<file path="src/hba_pkg.sv">
`default_nettype none
package hba_pkg;

  localparam int ADDR_W = 20;
  localparam int SIZE_W = 21;
  localparam int NEED_W = 22;
  localparam int ALIGN_BYTES = 8;

  localparam int HEAP_BYTES_D = 1024 * 1024;
  localparam int MAX_BLOCKS_D = 64;
  localparam int HEADER_BYTES_D = 40;

  localparam logic [2:0] ST_OK      = 3'd0;
  localparam logic [2:0] ST_ZERO    = 3'd1;
  localparam logic [2:0] ST_NOFIT   = 3'd2;
  localparam logic [2:0] ST_FULL    = 3'd3;
  localparam logic [2:0] ST_UNKNOWN = 3'd4;

  localparam logic [1:0] STRAT_FIRST = 2'd0;
  localparam logic [1:0] STRAT_NEXT  = 2'd1;
  localparam logic [1:0] STRAT_BEST  = 2'd2;

  localparam logic REQ_ALLOC = 1'b0;
  localparam logic REQ_FREE  = 1'b1;

  typedef struct packed {
    logic [ADDR_W-1:0] start;
    logic [SIZE_W-1:0] size;
    logic              is_free;
  } entry_t;

endpackage
`default_nettype wire

</file>
<file path="src/heap_block_allocator_top.sv">
// Heap block allocator: keeps an address-ordered table of heap blocks in an
// on-chip memory and serves allocate and free requests one item at a time.
// Input channel: in_valid / in_stall with req_type, req_size, free_addr.
// Result channel: out_valid / out_stall with payload_addr and status, one
// result item per request item.
// Configuration: cfg_valid / cfg_ready write of the 2-bit placement policy
// (first, next or best fit); write it only while the block is idle.
// Timing: a request walks the table through one memory read port, one entry
// per cycle; a split moves the entries above the split point up by one, and a
// free with merge moves the entries above it down. Next fit may scan twice.
// in_stall stays high while an item is in work and for one cycle after reset
// while the first table entry is written. Reset leaves one free block that
// spans the heap minus one header, and the policy at first fit.
// A stalled result holds in the output register; the next item is accepted
// meanwhile, and its result waits until the register is free.
`default_nettype none
module heap_block_allocator_top #(
  parameter int HEAP_BYTES   = hba_pkg::HEAP_BYTES_D,
  parameter int MAX_BLOCKS   = hba_pkg::MAX_BLOCKS_D,
  parameter int HEADER_BYTES = hba_pkg::HEADER_BYTES_D
) (
  input  wire logic                     clk,
  input  wire logic                     rst_n,
  input  wire logic                     in_valid,
  output logic                          in_stall,
  input  wire logic                     in_req_type,
  input  wire logic [20:0]              in_req_size,
  input  wire logic [19:0]              in_free_addr,
  output logic                          out_valid,
  input  wire logic                     out_stall,
  output logic [19:0]                   out_payload_addr,
  output logic [2:0]                    out_status,
  input  wire logic                     cfg_valid,
  output logic                          cfg_ready,
  input  wire logic [1:0]               cfg_alloc_strategy
);

  localparam int IDX_W = $clog2(MAX_BLOCKS);
  localparam int CNT_W = $clog2(MAX_BLOCKS + 1);
  localparam int AW = hba_pkg::ADDR_W;
  localparam int SW = hba_pkg::SIZE_W;
  localparam int NW = hba_pkg::NEED_W;

  localparam logic [3:0] S_INIT   = 4'd0;
  localparam logic [3:0] S_IDLE   = 4'd1;
  localparam logic [3:0] S_PREP   = 4'd2;
  localparam logic [3:0] S_SCAN   = 4'd3;
  localparam logic [3:0] S_CLAIM  = 4'd4;
  localparam logic [3:0] S_SHR    = 4'd5;
  localparam logic [3:0] S_SPLIT  = 4'd6;
  localparam logic [3:0] S_SPLIT2 = 4'd7;
  localparam logic [3:0] S_NEXT   = 4'd8;
  localparam logic [3:0] S_MERGE  = 4'd9;
  localparam logic [3:0] S_SHL    = 4'd10;
  localparam logic [3:0] S_RESP   = 4'd11;

  localparam logic [2:0] P_FIND = 3'd0;
  localparam logic [2:0] P_FIT  = 3'd1;
  localparam logic [2:0] P_FIT0 = 3'd2;
  localparam logic [2:0] P_BEST = 3'd3;
  localparam logic [2:0] P_FREE = 3'd4;

  hba_pkg::entry_t mem [MAX_BLOCKS];
  hba_pkg::entry_t rdata_r;

  logic [3:0]       state_r, state_nxt;
  logic [2:0]       phase_r, phase_nxt;
  logic [CNT_W-1:0] cnt_r, cnt_nxt;
  logic [CNT_W-1:0] ptr_r, ptr_nxt;
  logic             ev_v_r, ev_v_nxt;
  logic [IDX_W-1:0] ev_idx_r, ev_idx_nxt;
  logic [IDX_W-1:0] idx_r, idx_nxt;
  hba_pkg::entry_t  cur_r, cur_nxt;
  hba_pkg::entry_t  prev_r, prev_nxt;
  logic             found_r, found_nxt;
  logic             next_free_r, next_free_nxt;
  logic             prev_free_r, prev_free_nxt;
  logic [1:0]       d_r, d_nxt;
  logic [NW-1:0]    need_r, need_nxt;
  logic [AW-1:0]    key_r, key_nxt;
  logic [1:0]       strat_r;
  logic [AW-1:0]    nf_start_r, nf_start_nxt;
  logic             nf_valid_r, nf_valid_nxt;
  logic             req_type_r;
  logic [20:0]      req_size_r;
  logic [19:0]      free_addr_r;
  logic [19:0]      res_addr_r, res_addr_nxt;
  logic [2:0]       res_st_r, res_st_nxt;
  logic             out_valid_r;
  logic [19:0]      out_addr_r;
  logic [2:0]       out_st_r;

  logic             we;
  logic [IDX_W-1:0] wa;
  hba_pkg::entry_t  wd;
  logic [IDX_W-1:0] ra;

  logic             start_hit;
  logic             fit;
  logic [NW-1:0]    need_sum;
  logic [AW-1:0]    hdr_addr;
  logic             in_acc;
  logic             out_free;

  assign hdr_addr  = AW'(HEADER_BYTES);
  assign start_hit = (rdata_r.start == key_r);
  assign fit       = rdata_r.is_free && ({1'b0, rdata_r.size} >= need_r);
  assign need_sum  = NW'({1'b0, req_size_r}) + NW'(HEADER_BYTES) + NW'(hba_pkg::ALIGN_BYTES - 1);
  assign in_stall  = (state_r != S_IDLE);
  assign in_acc    = in_valid && !in_stall;
  assign out_free  = !out_valid_r || !out_stall;
  assign cfg_ready = 1'b1;
  assign out_valid        = out_valid_r;
  assign out_payload_addr = out_addr_r;
  assign out_status       = out_st_r;

  always_ff @(posedge clk) begin
    if (we) begin
      mem[wa] <= wd;
    end
    rdata_r <= mem[ra];
  end

  always_comb begin
    state_nxt     = state_r;
    phase_nxt     = phase_r;
    cnt_nxt       = cnt_r;
    ptr_nxt       = ptr_r;
    ev_v_nxt      = 1'b0;
    ev_idx_nxt    = ev_idx_r;
    idx_nxt       = idx_r;
    cur_nxt       = cur_r;
    prev_nxt      = prev_r;
    found_nxt     = found_r;
    next_free_nxt = next_free_r;
    prev_free_nxt = prev_free_r;
    d_nxt         = d_r;
    need_nxt      = need_r;
    key_nxt       = key_r;
    nf_start_nxt  = nf_start_r;
    nf_valid_nxt  = nf_valid_r;
    res_addr_nxt  = res_addr_r;
    res_st_nxt    = res_st_r;
    we            = 1'b0;
    wa            = '0;
    wd            = '0;
    ra            = ptr_r[IDX_W-1:0];

    case (state_r)
      S_INIT: begin
        we        = 1'b1;
        wa        = '0;
        wd.start  = '0;
        wd.size   = SW'(HEAP_BYTES - HEADER_BYTES);
        wd.is_free = 1'b1;
        state_nxt = S_IDLE;
      end
      S_IDLE: begin
        if (in_acc) begin
          state_nxt = S_PREP;
        end
      end
      S_PREP: begin
        ptr_nxt      = '0;
        found_nxt    = 1'b0;
        res_addr_nxt = '0;
        if (req_type_r == hba_pkg::REQ_FREE) begin
          if (free_addr_r < hdr_addr) begin
            res_st_nxt = hba_pkg::ST_UNKNOWN;
            state_nxt  = S_RESP;
          end else begin
            key_nxt   = free_addr_r - hdr_addr;
            phase_nxt = P_FREE;
            state_nxt = S_SCAN;
          end
        end else if (req_size_r == '0) begin
          res_st_nxt = hba_pkg::ST_ZERO;
          state_nxt  = S_RESP;
        end else begin
          need_nxt  = need_sum & ~NW'(hba_pkg::ALIGN_BYTES - 1);
          key_nxt   = nf_start_r;
          state_nxt = S_SCAN;
          if (strat_r == hba_pkg::STRAT_BEST) begin
            phase_nxt = P_BEST;
          end else if (strat_r == hba_pkg::STRAT_NEXT && nf_valid_r) begin
            phase_nxt = P_FIND;
          end else begin
            phase_nxt = P_FIT;
          end
        end
      end
      S_SCAN: begin
        // keep one read in flight, evaluate the entry read last cycle
        if (ptr_r < cnt_r) begin
          ev_v_nxt   = 1'b1;
          ev_idx_nxt = ptr_r[IDX_W-1:0];
          ptr_nxt    = ptr_r + CNT_W'(1);
        end
        if (ev_v_r) begin
          case (phase_r)
            P_FIND: begin
              if (start_hit) begin
                ptr_nxt   = CNT_W'(ev_idx_r);
                ev_v_nxt  = 1'b0;
                phase_nxt = P_FIT;
              end
            end
            P_FIT, P_FIT0: begin
              if (fit) begin
                cur_nxt   = rdata_r;
                idx_nxt   = ev_idx_r;
                state_nxt = S_CLAIM;
              end
            end
            P_BEST: begin
              if (fit && (!found_r || rdata_r.size < cur_r.size)) begin
                cur_nxt   = rdata_r;
                idx_nxt   = ev_idx_r;
                found_nxt = 1'b1;
              end
            end
            P_FREE: begin
              if (start_hit) begin
                cur_nxt   = rdata_r;
                idx_nxt   = ev_idx_r;
                state_nxt = S_NEXT;
              end else begin
                prev_nxt = rdata_r;
              end
            end
            default: begin
              state_nxt = S_IDLE;
            end
          endcase
        end else if (ptr_r >= cnt_r) begin
          res_st_nxt = hba_pkg::ST_NOFIT;
          case (phase_r)
            P_FIND: begin
              ptr_nxt   = '0;
              phase_nxt = P_FIT;
            end
            P_FIT: begin
              if (strat_r == hba_pkg::STRAT_NEXT) begin
                ptr_nxt   = '0;
                phase_nxt = P_FIT0;
              end else begin
                state_nxt = S_RESP;
              end
            end
            P_BEST: begin
              state_nxt = found_r ? S_CLAIM : S_RESP;
            end
            P_FREE: begin
              res_st_nxt = hba_pkg::ST_UNKNOWN;
              state_nxt  = S_RESP;
            end
            default: begin
              state_nxt = S_RESP;
            end
          endcase
        end
      end
      S_CLAIM: begin
        if ({1'b0, cur_r.size} == need_r) begin
          we           = 1'b1;
          wa           = idx_r;
          wd           = cur_r;
          wd.is_free   = 1'b0;
          res_st_nxt   = hba_pkg::ST_OK;
          res_addr_nxt = cur_r.start + hdr_addr;
          state_nxt    = S_RESP;
        end else if (cnt_r == CNT_W'(MAX_BLOCKS)) begin
          res_st_nxt = hba_pkg::ST_FULL;
          state_nxt  = S_RESP;
        end else begin
          ptr_nxt   = cnt_r - CNT_W'(1);
          state_nxt = S_SHR;
        end
      end
      S_SHR: begin
        // move entries above the split point up by one
        if (ev_v_r) begin
          we = 1'b1;
          wa = ev_idx_r + IDX_W'(1);
          wd = rdata_r;
        end
        if (ptr_r > CNT_W'(idx_r)) begin
          ev_v_nxt   = 1'b1;
          ev_idx_nxt = ptr_r[IDX_W-1:0];
          ptr_nxt    = ptr_r - CNT_W'(1);
        end else if (!ev_v_r) begin
          state_nxt = S_SPLIT;
        end
      end
      S_SPLIT: begin
        we         = 1'b1;
        wa         = idx_r + IDX_W'(1);
        wd.start   = AW'(NW'(cur_r.start) + need_r);
        wd.size    = SW'(NW'(cur_r.size) - need_r);
        wd.is_free = 1'b1;
        state_nxt  = S_SPLIT2;
      end
      S_SPLIT2: begin
        we           = 1'b1;
        wa           = idx_r;
        wd.start     = cur_r.start;
        wd.size      = SW'(need_r);
        wd.is_free   = 1'b0;
        cnt_nxt      = cnt_r + CNT_W'(1);
        nf_valid_nxt = 1'b1;
        nf_start_nxt = (strat_r == hba_pkg::STRAT_BEST) ? cur_r.start
                                                        : AW'(NW'(cur_r.start) + need_r);
        res_st_nxt   = hba_pkg::ST_OK;
        res_addr_nxt = cur_r.start + hdr_addr;
        state_nxt    = S_RESP;
      end
      S_NEXT: begin
        // rdata holds the following entry when one exists
        next_free_nxt = ev_v_r && rdata_r.is_free;
        prev_free_nxt = (idx_r != '0) && prev_r.is_free;
        if (ev_v_r && rdata_r.is_free) begin
          cur_nxt.size = cur_r.size + rdata_r.size;
        end
        state_nxt = S_MERGE;
      end
      S_MERGE: begin
        we           = 1'b1;
        wd.is_free   = 1'b1;
        res_st_nxt   = hba_pkg::ST_OK;
        res_addr_nxt = '0;
        d_nxt        = 2'({1'b0, next_free_r} + {1'b0, prev_free_r});
        if (prev_free_r) begin
          wa       = idx_r - IDX_W'(1);
          wd.start = prev_r.start;
          wd.size  = prev_r.size + cur_r.size;
          ptr_nxt  = CNT_W'(idx_r) + CNT_W'({1'b0, next_free_r}) + CNT_W'(1);
        end else begin
          wa       = idx_r;
          wd.start = cur_r.start;
          wd.size  = cur_r.size;
          ptr_nxt  = CNT_W'(idx_r) + CNT_W'(1) + CNT_W'({1'b0, next_free_r});
        end
        state_nxt = (next_free_r || prev_free_r) ? S_SHL : S_RESP;
      end
      S_SHL: begin
        // close the gap left by merged entries
        if (ev_v_r) begin
          we = 1'b1;
          wa = ev_idx_r - IDX_W'(d_r);
          wd = rdata_r;
        end
        if (ptr_r < cnt_r) begin
          ev_v_nxt   = 1'b1;
          ev_idx_nxt = ptr_r[IDX_W-1:0];
          ptr_nxt    = ptr_r + CNT_W'(1);
        end else if (!ev_v_r) begin
          cnt_nxt   = cnt_r - CNT_W'(d_r);
          state_nxt = S_RESP;
        end
      end
      S_RESP: begin
        if (out_free) begin
          state_nxt = S_IDLE;
        end
      end
      default: begin
        state_nxt = S_IDLE;
      end
    endcase
  end

  always_ff @(posedge clk) begin
    if (!rst_n) begin
      state_r     <= S_INIT;
      cnt_r       <= CNT_W'(1);
      ev_v_r      <= 1'b0;
      nf_start_r  <= '0;
      nf_valid_r  <= 1'b0;
      strat_r     <= hba_pkg::STRAT_FIRST;
      out_valid_r <= 1'b0;
    end else begin
      state_r    <= state_nxt;
      cnt_r      <= cnt_nxt;
      ev_v_r     <= ev_v_nxt;
      nf_start_r <= nf_start_nxt;
      nf_valid_r <= nf_valid_nxt;
      if (cfg_valid && cfg_ready) begin
        strat_r <= cfg_alloc_strategy;
      end
      if (state_r == S_RESP && out_free) begin
        out_valid_r <= 1'b1;
      end else if (!out_stall) begin
        out_valid_r <= 1'b0;
      end
    end
  end

  always_ff @(posedge clk) begin
    phase_r     <= phase_nxt;
    ptr_r       <= ptr_nxt;
    ev_idx_r    <= ev_idx_nxt;
    idx_r       <= idx_nxt;
    cur_r       <= cur_nxt;
    prev_r      <= prev_nxt;
    found_r     <= found_nxt;
    next_free_r <= next_free_nxt;
    prev_free_r <= prev_free_nxt;
    d_r         <= d_nxt;
    need_r      <= need_nxt;
    key_r       <= key_nxt;
    res_addr_r  <= res_addr_nxt;
    res_st_r    <= res_st_nxt;
    if (in_acc) begin
      req_type_r  <= in_req_type;
      req_size_r  <= in_req_size;
      free_addr_r <= in_free_addr;
    end
    if (state_r == S_RESP && out_free) begin
      out_addr_r <= res_addr_r;
      out_st_r   <= res_st_r;
    end
  end

  a_cnt_range: assert property (@(posedge clk) disable iff (!rst_n)
    (cnt_r != '0) && (cnt_r <= CNT_W'(MAX_BLOCKS)))
    else $error("block count out of range");

  a_cnt_change: assert property (@(posedge clk) disable iff (!rst_n)
    (state_r != S_INIT) && (cnt_nxt != cnt_r) |-> (state_r == S_SPLIT2 || state_r == S_SHL))
    else $error("block count changed outside split or merge");

  a_fail_no_addr: assert property (@(posedge clk) disable iff (!rst_n)
    out_valid_r && (out_st_r != hba_pkg::ST_OK) |-> (out_addr_r == '0))
    else $error("failed request carries an address");

  a_shr_bound: assert property (@(posedge clk) disable iff (!rst_n)
    (state_r == S_SHR) |-> (ptr_r >= CNT_W'(idx_r)))
    else $error("shift ran below the split entry");

  a_result_load: assert property (@(posedge clk) disable iff (!rst_n)
    (state_r == S_RESP) && out_free |=> out_valid_r && (state_r == S_IDLE))
    else $error("result not loaded on leaving response state");

endmodule
`default_nettype wire

</file>
<file path="config.mk">
export PLATFORM = sky130hd
export DESIGN_NAME = heap_block_allocator_top
export DESIGN_NICKNAME = d
export VERILOG_FILES = /design/src/hba_pkg.sv /design/src/heap_block_allocator_top.sv
export SDC_FILE = /design/constraint.sdc
export NUM_CORES = 2
export LEC_CHECK = 0
export ABC_AREA = 1
export BUFFER_PORTS_ARGS = -buffer_cell sky130_fd_sc_hd__buf_2
export CAP_MARGIN = 10
export CORE_UTILIZATION = 25
export CTS_BUF_LIST = sky130_fd_sc_hd__clkbuf_2 sky130_fd_sc_hd__clkbuf_4 sky130_fd_sc_hd__clkbuf_8
export DETAILED_ROUTE_END_ITERATION = 7
export PLACE_DENSITY = 0.38
export REMOVE_ABC_BUFFERS = 1
export SYNTH_ARGS = -nofsm -noshare
export SYNTH_HDL_FRONTEND = slang
export SYNTH_SLANG_ARGS = --single-unit
</file>
<file path="constraint.sdc">
create_clock -name clk -period 15.9 [get_ports clk]
set_input_delay 1.59 -clock clk [delete_from_list [all_inputs] [get_ports clk]]
set_output_delay 1.59 -clock clk [all_outputs]
set_load 0.02 [all_outputs]
</file>
==> After elaboration in Yosys (flattened, before gate mapping) <==
Memory sizes are Yosys's and may differ from the RTL's. A register that Yosys moved wholly into a read port is not among the register bits.
Cells that the tools add are included.
{ "totals": {"ff_bits": 274, "mem_bits_rw": 2688, "inputBits": 49, "out_inout_bits": 26, "word_cells": 274, "mem_count": 1} }
{ "classes": {"addsub": 22, "n_lt_le_gt_ge": 6, "n_eq_ne": 63, "muxes": 103, "bitwise_logic": 3, "reduce_logical": 46} }
{ "memory_table": {"columns": ["memory", "words", "width", "read_ports", "rd_clocked_by_memory_dff", "wr", "line", "text"], "rows": [
  ["mem", 64, 42, 1, 1, 1, "heap_block_allocator_top.sv:63", "hba_pkg::entry_t mem [MAX_BLOCKS];"]
]} }
{ "ops": {"columns": ["operator", "n"], "rows": [
  ["one-hot mux 42 bit (6 select lines)", 1],
  ["2-to-1 mux 42 bit", 5],
  ["one-hot mux 42 bit (3 select lines)", 1],
  ["2-to-1 mux 20 bit", 5],
  ["2-to-1 mux 7 bit", 12],
  ["2-to-1 mux 4 bit", 17],
  ["one-hot mux 20 bit (3 select lines)", 1],
  ["2-to-1 mux 6 bit", 9],
  ["2-to-1 mux 3 bit", 16],
  ["one-hot mux 4 bit (11 select lines)", 1],
  ["adder 21 bit", 2],
  ["one-hot mux 21 bit (2 select lines)", 1],
  ["one-hot mux 7 bit (6 select lines)", 1],
  ["2-to-1 mux 41 bit", 1],
  ["!= test 2 bit, second input constant", 20],
  ["!= test 3 bit, second input constant", 12],
  ["one-hot mux 6 bit (6 select lines)", 1],
  ["one-hot mux 7 bit (2 select lines)", 2],
  ["one-hot mux 4 bit (3 select lines)", 2],
  ["adder 21 x 6 -> 22 bit, second input constant", 1],
  ["adder 22 x 3 -> 22 bit, second input constant", 1],
  ["== test 21 x 22 -> 1 bit", 1],
  [">= comparator 21 x 22 -> 1 bit", 1],
  ["2-to-1 mux 22 bit", 1],
  ["other kinds (64)", 128]
]} }

==> Logic depth before layout (Yosys ltp) <==
{ "logic_depth": {"word_depth": 7, "ltp_mapped": 20, "depth_no_buf": 16} }

==> Worst setup path before layout <==
OpenSTA, ideal clock, no wires.
{ "synth_path": {"path_type": "flip-flop to flip-flop", "startpoint": "reg state_r[1]", "endpoint": "mem mem[0][2] (netlist bit), data pin", "setup_ns": 1.009, "arrival_ns": 5.192, "required_time_ns": 14.891, "slack_ns": 9.700, "path_stages_with_launch": 7, "n_path_buf": 1, "period_less_slack_ns": 6.200, "path_cell_list": "dfxtp_1 > buf_4 > nor2_2 > nand2_4 > nand2_2 > inv_1 > o311ai_0"} }
{ "synth_lines": {"columns": ["element", "line", "text"], "rows": [
  ["start: declaration", "heap_block_allocator_top.sv:66", "logic [3:0] state_r, state_nxt;"],
  ["start signal: assignment", "heap_block_allocator_top.sv:382", "state_r <= state_nxt;"],
  ["end: declaration", "heap_block_allocator_top.sv:63", null]
]} }

==> results.md <==
* Htree depth at 6
* Clock latency on the worst-skew pair at 1.21 ns
* Syn Inst Count at 9960
* Period utilization at 0.3581
* Vias in the first global route at 83.81k
* Post-route ant nets at 0
* Max frequency at around 0.18 GHz
* Dpl cells at 16.17k
* Post-synth EDFFs at 2925
* Synth Register Bits at 3003
* Hold Path Class: flip-flop to flip-flop
* # IOs at 75
* Drt wl/cell at roughly 29 um
* Async set-reset flop share out of synthesis at 0
* Seq/Total Area, Yosys at 0.7204
* Synth Area per Inst at 12.46 sq um
* HPWL after DPL at 283.0 mm
* Setup CP Type: flip-flop to flip-flop
* I/O Buffers at 73
* DR vias at 85.82k
* Final Skew at 0.1040 ns
* Leakage dissipation at 45.60 nW
* Fillers at 50.13k
* Clk slew on worst S/H paths at ~0.050 ns
* RSZ-0062 raised after global routing: false
* FP Rows at 258
* Slew HR at 0.1402
* Synth cell types at 64
* Cell area after layout at ~140000 sq um
* Count leader, synth: edfxtp_1
* Clock root buffer: clkbuf_8
* Worst Hold Slack at around 0.42 ns
* Final setup TNS at 0 ns
* Net switching power figure at 11.37 mW
* Max-slew violations at 0
* First-pass GRT wire length at roughly 670 mm
* Fin crit period at between 5 and 6 ns
* Data required time at the worst endpoint at about 17 ns
* Worst-Margin Slew at 1.290 ns
* Synth top area cells: edfxtp_1 71%, o21ai_0 6.1%, nor2_1 5.0%, nand2_1 2.5%, o22ai_1 2.1%
* Die X at 706.5 um
* Gpl congestion at 0.8445
* Grt total ovfl at 0
* CTS tree: yes
* Worst Slack Setup Final at 10.21 ns
* # DRC at 0
* MaxCap Viol Count at 0
* Area grow syn2layout at 15.93%
* Arrival time at the worst endpoint at just under 7 ns
* Synth Cell Area at roughly 120000 sq um
* Cell taking the most area after synthesis: edfxtp_1
* Starting Density at 0.2512
* Max rail drop VDD at 0.0001584 V
* Total CTS buffers at ~550
* Endpoints failing setup at 0
* Clock Sinks at about 3k
* Synthesis Warnings at 0
* Dominant synthesized flop cell: edfxtp_1
* CTS Hold Buffers Added at 0
* PwrDens at 190.7 nW/um^2
* Fin. Hold Viols at 0
* Commonest cells in the synthesized netlist: 2925 x edfxtp_1, 1643 x nor2_1, 1507 x o21ai_0
* GRT Overall Usage at 0.1891
* Layout cell share with drive strength beyond 1 at 0.1328
* Worst-path maximum fanout at 137
* Comb power frac at 0.354
* Drt pass-1 iters at 6
* Cell Count, Final, Fillers Out at 17.15k
* # nets final at 10.42k
* Die area at 499200 sq um
* Die Height at 706.5 um
* Largest net degree at the start of global routing at 207
* Core area at 493900 sq um
* # Post-CTS Setup Buffers at 0
* Switching share of power at 0.4143
* Placed Area at 133100 sq um
* Clock power frac at 0.269
* Clk buf depth at 4
* CP endpoint kind: flip-flop
* Drt initial violations at 8797
* Part of the power in registers at 0.377
* CTS resizes at 0
* Area share of the leading cell type in the synthesized netlist at 0.7078
* P_int at 16.07 mW
* Routed wire length at 490.5 mm
* Place WS at roughly 10 ns
* Initial antenna violation count at 37
* Critical path launch point type: flip-flop
* Vias per inst at approximately 5.0
* Status: complete, no violations
-- worst max-delay path, cell delays in order (launching register included) --
cell and delay [ns]:
edfxtp_1 0.47, inv_8 0.62, buf_4 0.74, buf_12 0.44
buf_4 1.02, o21ai_0 0.32, o22ai_1 0.22, nand2_1 0.08
nand4_1 0.11, nand2_1 0.49, a21oi_1 0.33
-- cell type report --
type / count / area (sq um) / share of cell area
Antenna cell: 6 / 15.01 / 0.0001044
Clock buffer: 809 / 9739 / 0.06770
Clock inverter: 168 / 1015 / 0.007054
Inverter: 332 / 1290 / 0.008967
Multi-Input combinational cell: 6017 / 31930 / 0.2219
Sequential cell: 3003 / 89400 / 0.6214
Tap cell: 6500 / 8133 / 0.05653
Timing Repair Buffer: 315 / 2340 / 0.01626
-- flip-flops by register name, indices dropped and copies added, names as in the netlist, 4 cells and up --
| signal | count |
|---|---|
| cnt_r | 7 |
| cur_r | 41 |
| ev_idx_r | 6 |
| free_addr_r | 20 |
| idx_r | 6 |
| key_r | 20 |
| mem | 2688 |
| need_r | 19 |
| nf_start_r | 20 |
| out_payload_addr | 20 |
| prev_r | 42 |
| ptr_r | 7 |
| rdata_r | 42 |
| req_size_r | 21 |
| res_addr_r | 20 |
| state_r | 4 |
-- worst paths after layout --
check / cells after the start / slack [ns] / endpoint / start
max: 10 / 10.21 / rdata_r[16]$_DFF_P_ / ptr_r[1]$_DFFE_PP_
min: 0 / 0.42 / out_payload_addr[14]$_DFFE_PP_ / res_addr_r[14]$_SDFFCE_PP0P_
max reg2reg: 10 / 10.21 / rdata_r[16]$_DFF_P_ / ptr_r[1]$_DFFE_PP_
min reg2reg: 0 / 0.42 / out_payload_addr[14]$_DFFE_PP_ / res_addr_r[14]$_SDFFCE_PP0P_
-- through the flow --
step                power (mW)  utilization
floorplan                15.75            -
global placement         20.23       0.2694
detailed placement       20.28       0.2695
CTS                      27.70       0.2912
global route             28.62       0.2912
finish                   27.44       0.2913
-- cells in the final DEF (no fill, tap or decap), types with 13 or more instances in the layout --
master	n
inv_2	16
o21ai_0	1502
clkinv_1	96
buf_4	229
nand2_2	16
o22ai_1	413
inv_1	302
nand2_4	13
nand3_1	419
xnor2_1	24
or2_2	13
nand3_2	13
clkbuf_8	586
nand4_1	81
o221ai_1	265
a21oi_1	303
dfxtp_1	76
xor2_1	44
nor3_1	39
nor2_1	1573
nand2_1	823
inv_6	15
edfxtp_1	2925
clkinv_2	33
buf_2	73
clkbuf_4	223
o211ai_1	88
clkinvlp_4	19
o21ai_1	20
nor2_4	74
ha_1	145
o2111ai_4	15
-- power groups by stage --
stage	clock (mW)	combinational [mW]	sequential, mW
3_3_place_gp	0	9.72	10.5
6_report	7.38	9.72	10.3
2_1_floorplan	0	4.93	10.8
5_1_grt	7.88	10.4	10.4
4_1_cts	7.57	9.79	10.3
3_5_place_dp	0	9.77	10.5
-- kinds of logic after synthesis --
| group | after synthesis | synth area share |
|---|---|---|
| DFF | 3003 | 0.7204 |
| AOI/OAI and AO/OA | 2692 | 0.1249 |
| other | 1 | 0.00003022 |
| and+or+nand+nor | 3105 | 0.1037 |
| adders and majority gates | 151 | 0.01559 |
| buffers and inverters | 940 | 0.03052 |
| xor gates and xnor gates | 68 | 0.004800 |
-- layer usage --
| metal | share of wire | routed length, um | up-vias | global-route usage |
|---|---|---|---|---|
| li1 | - | - | 37580 | - |
| met4 | 0.031 | 15240 | 2 | 0.05656 |
| met5 | 0.000027 | 13 | - | 0 |
| met1 | 0.45 | 220600 | 44590 | 0.2624 |
| met2 | 0.46 | 225700 | 2982 | 0.3059 |
| met3 | 0.059 | 28990 | 663 | 0.02718 |
Power figures use the tool's default switching activity.
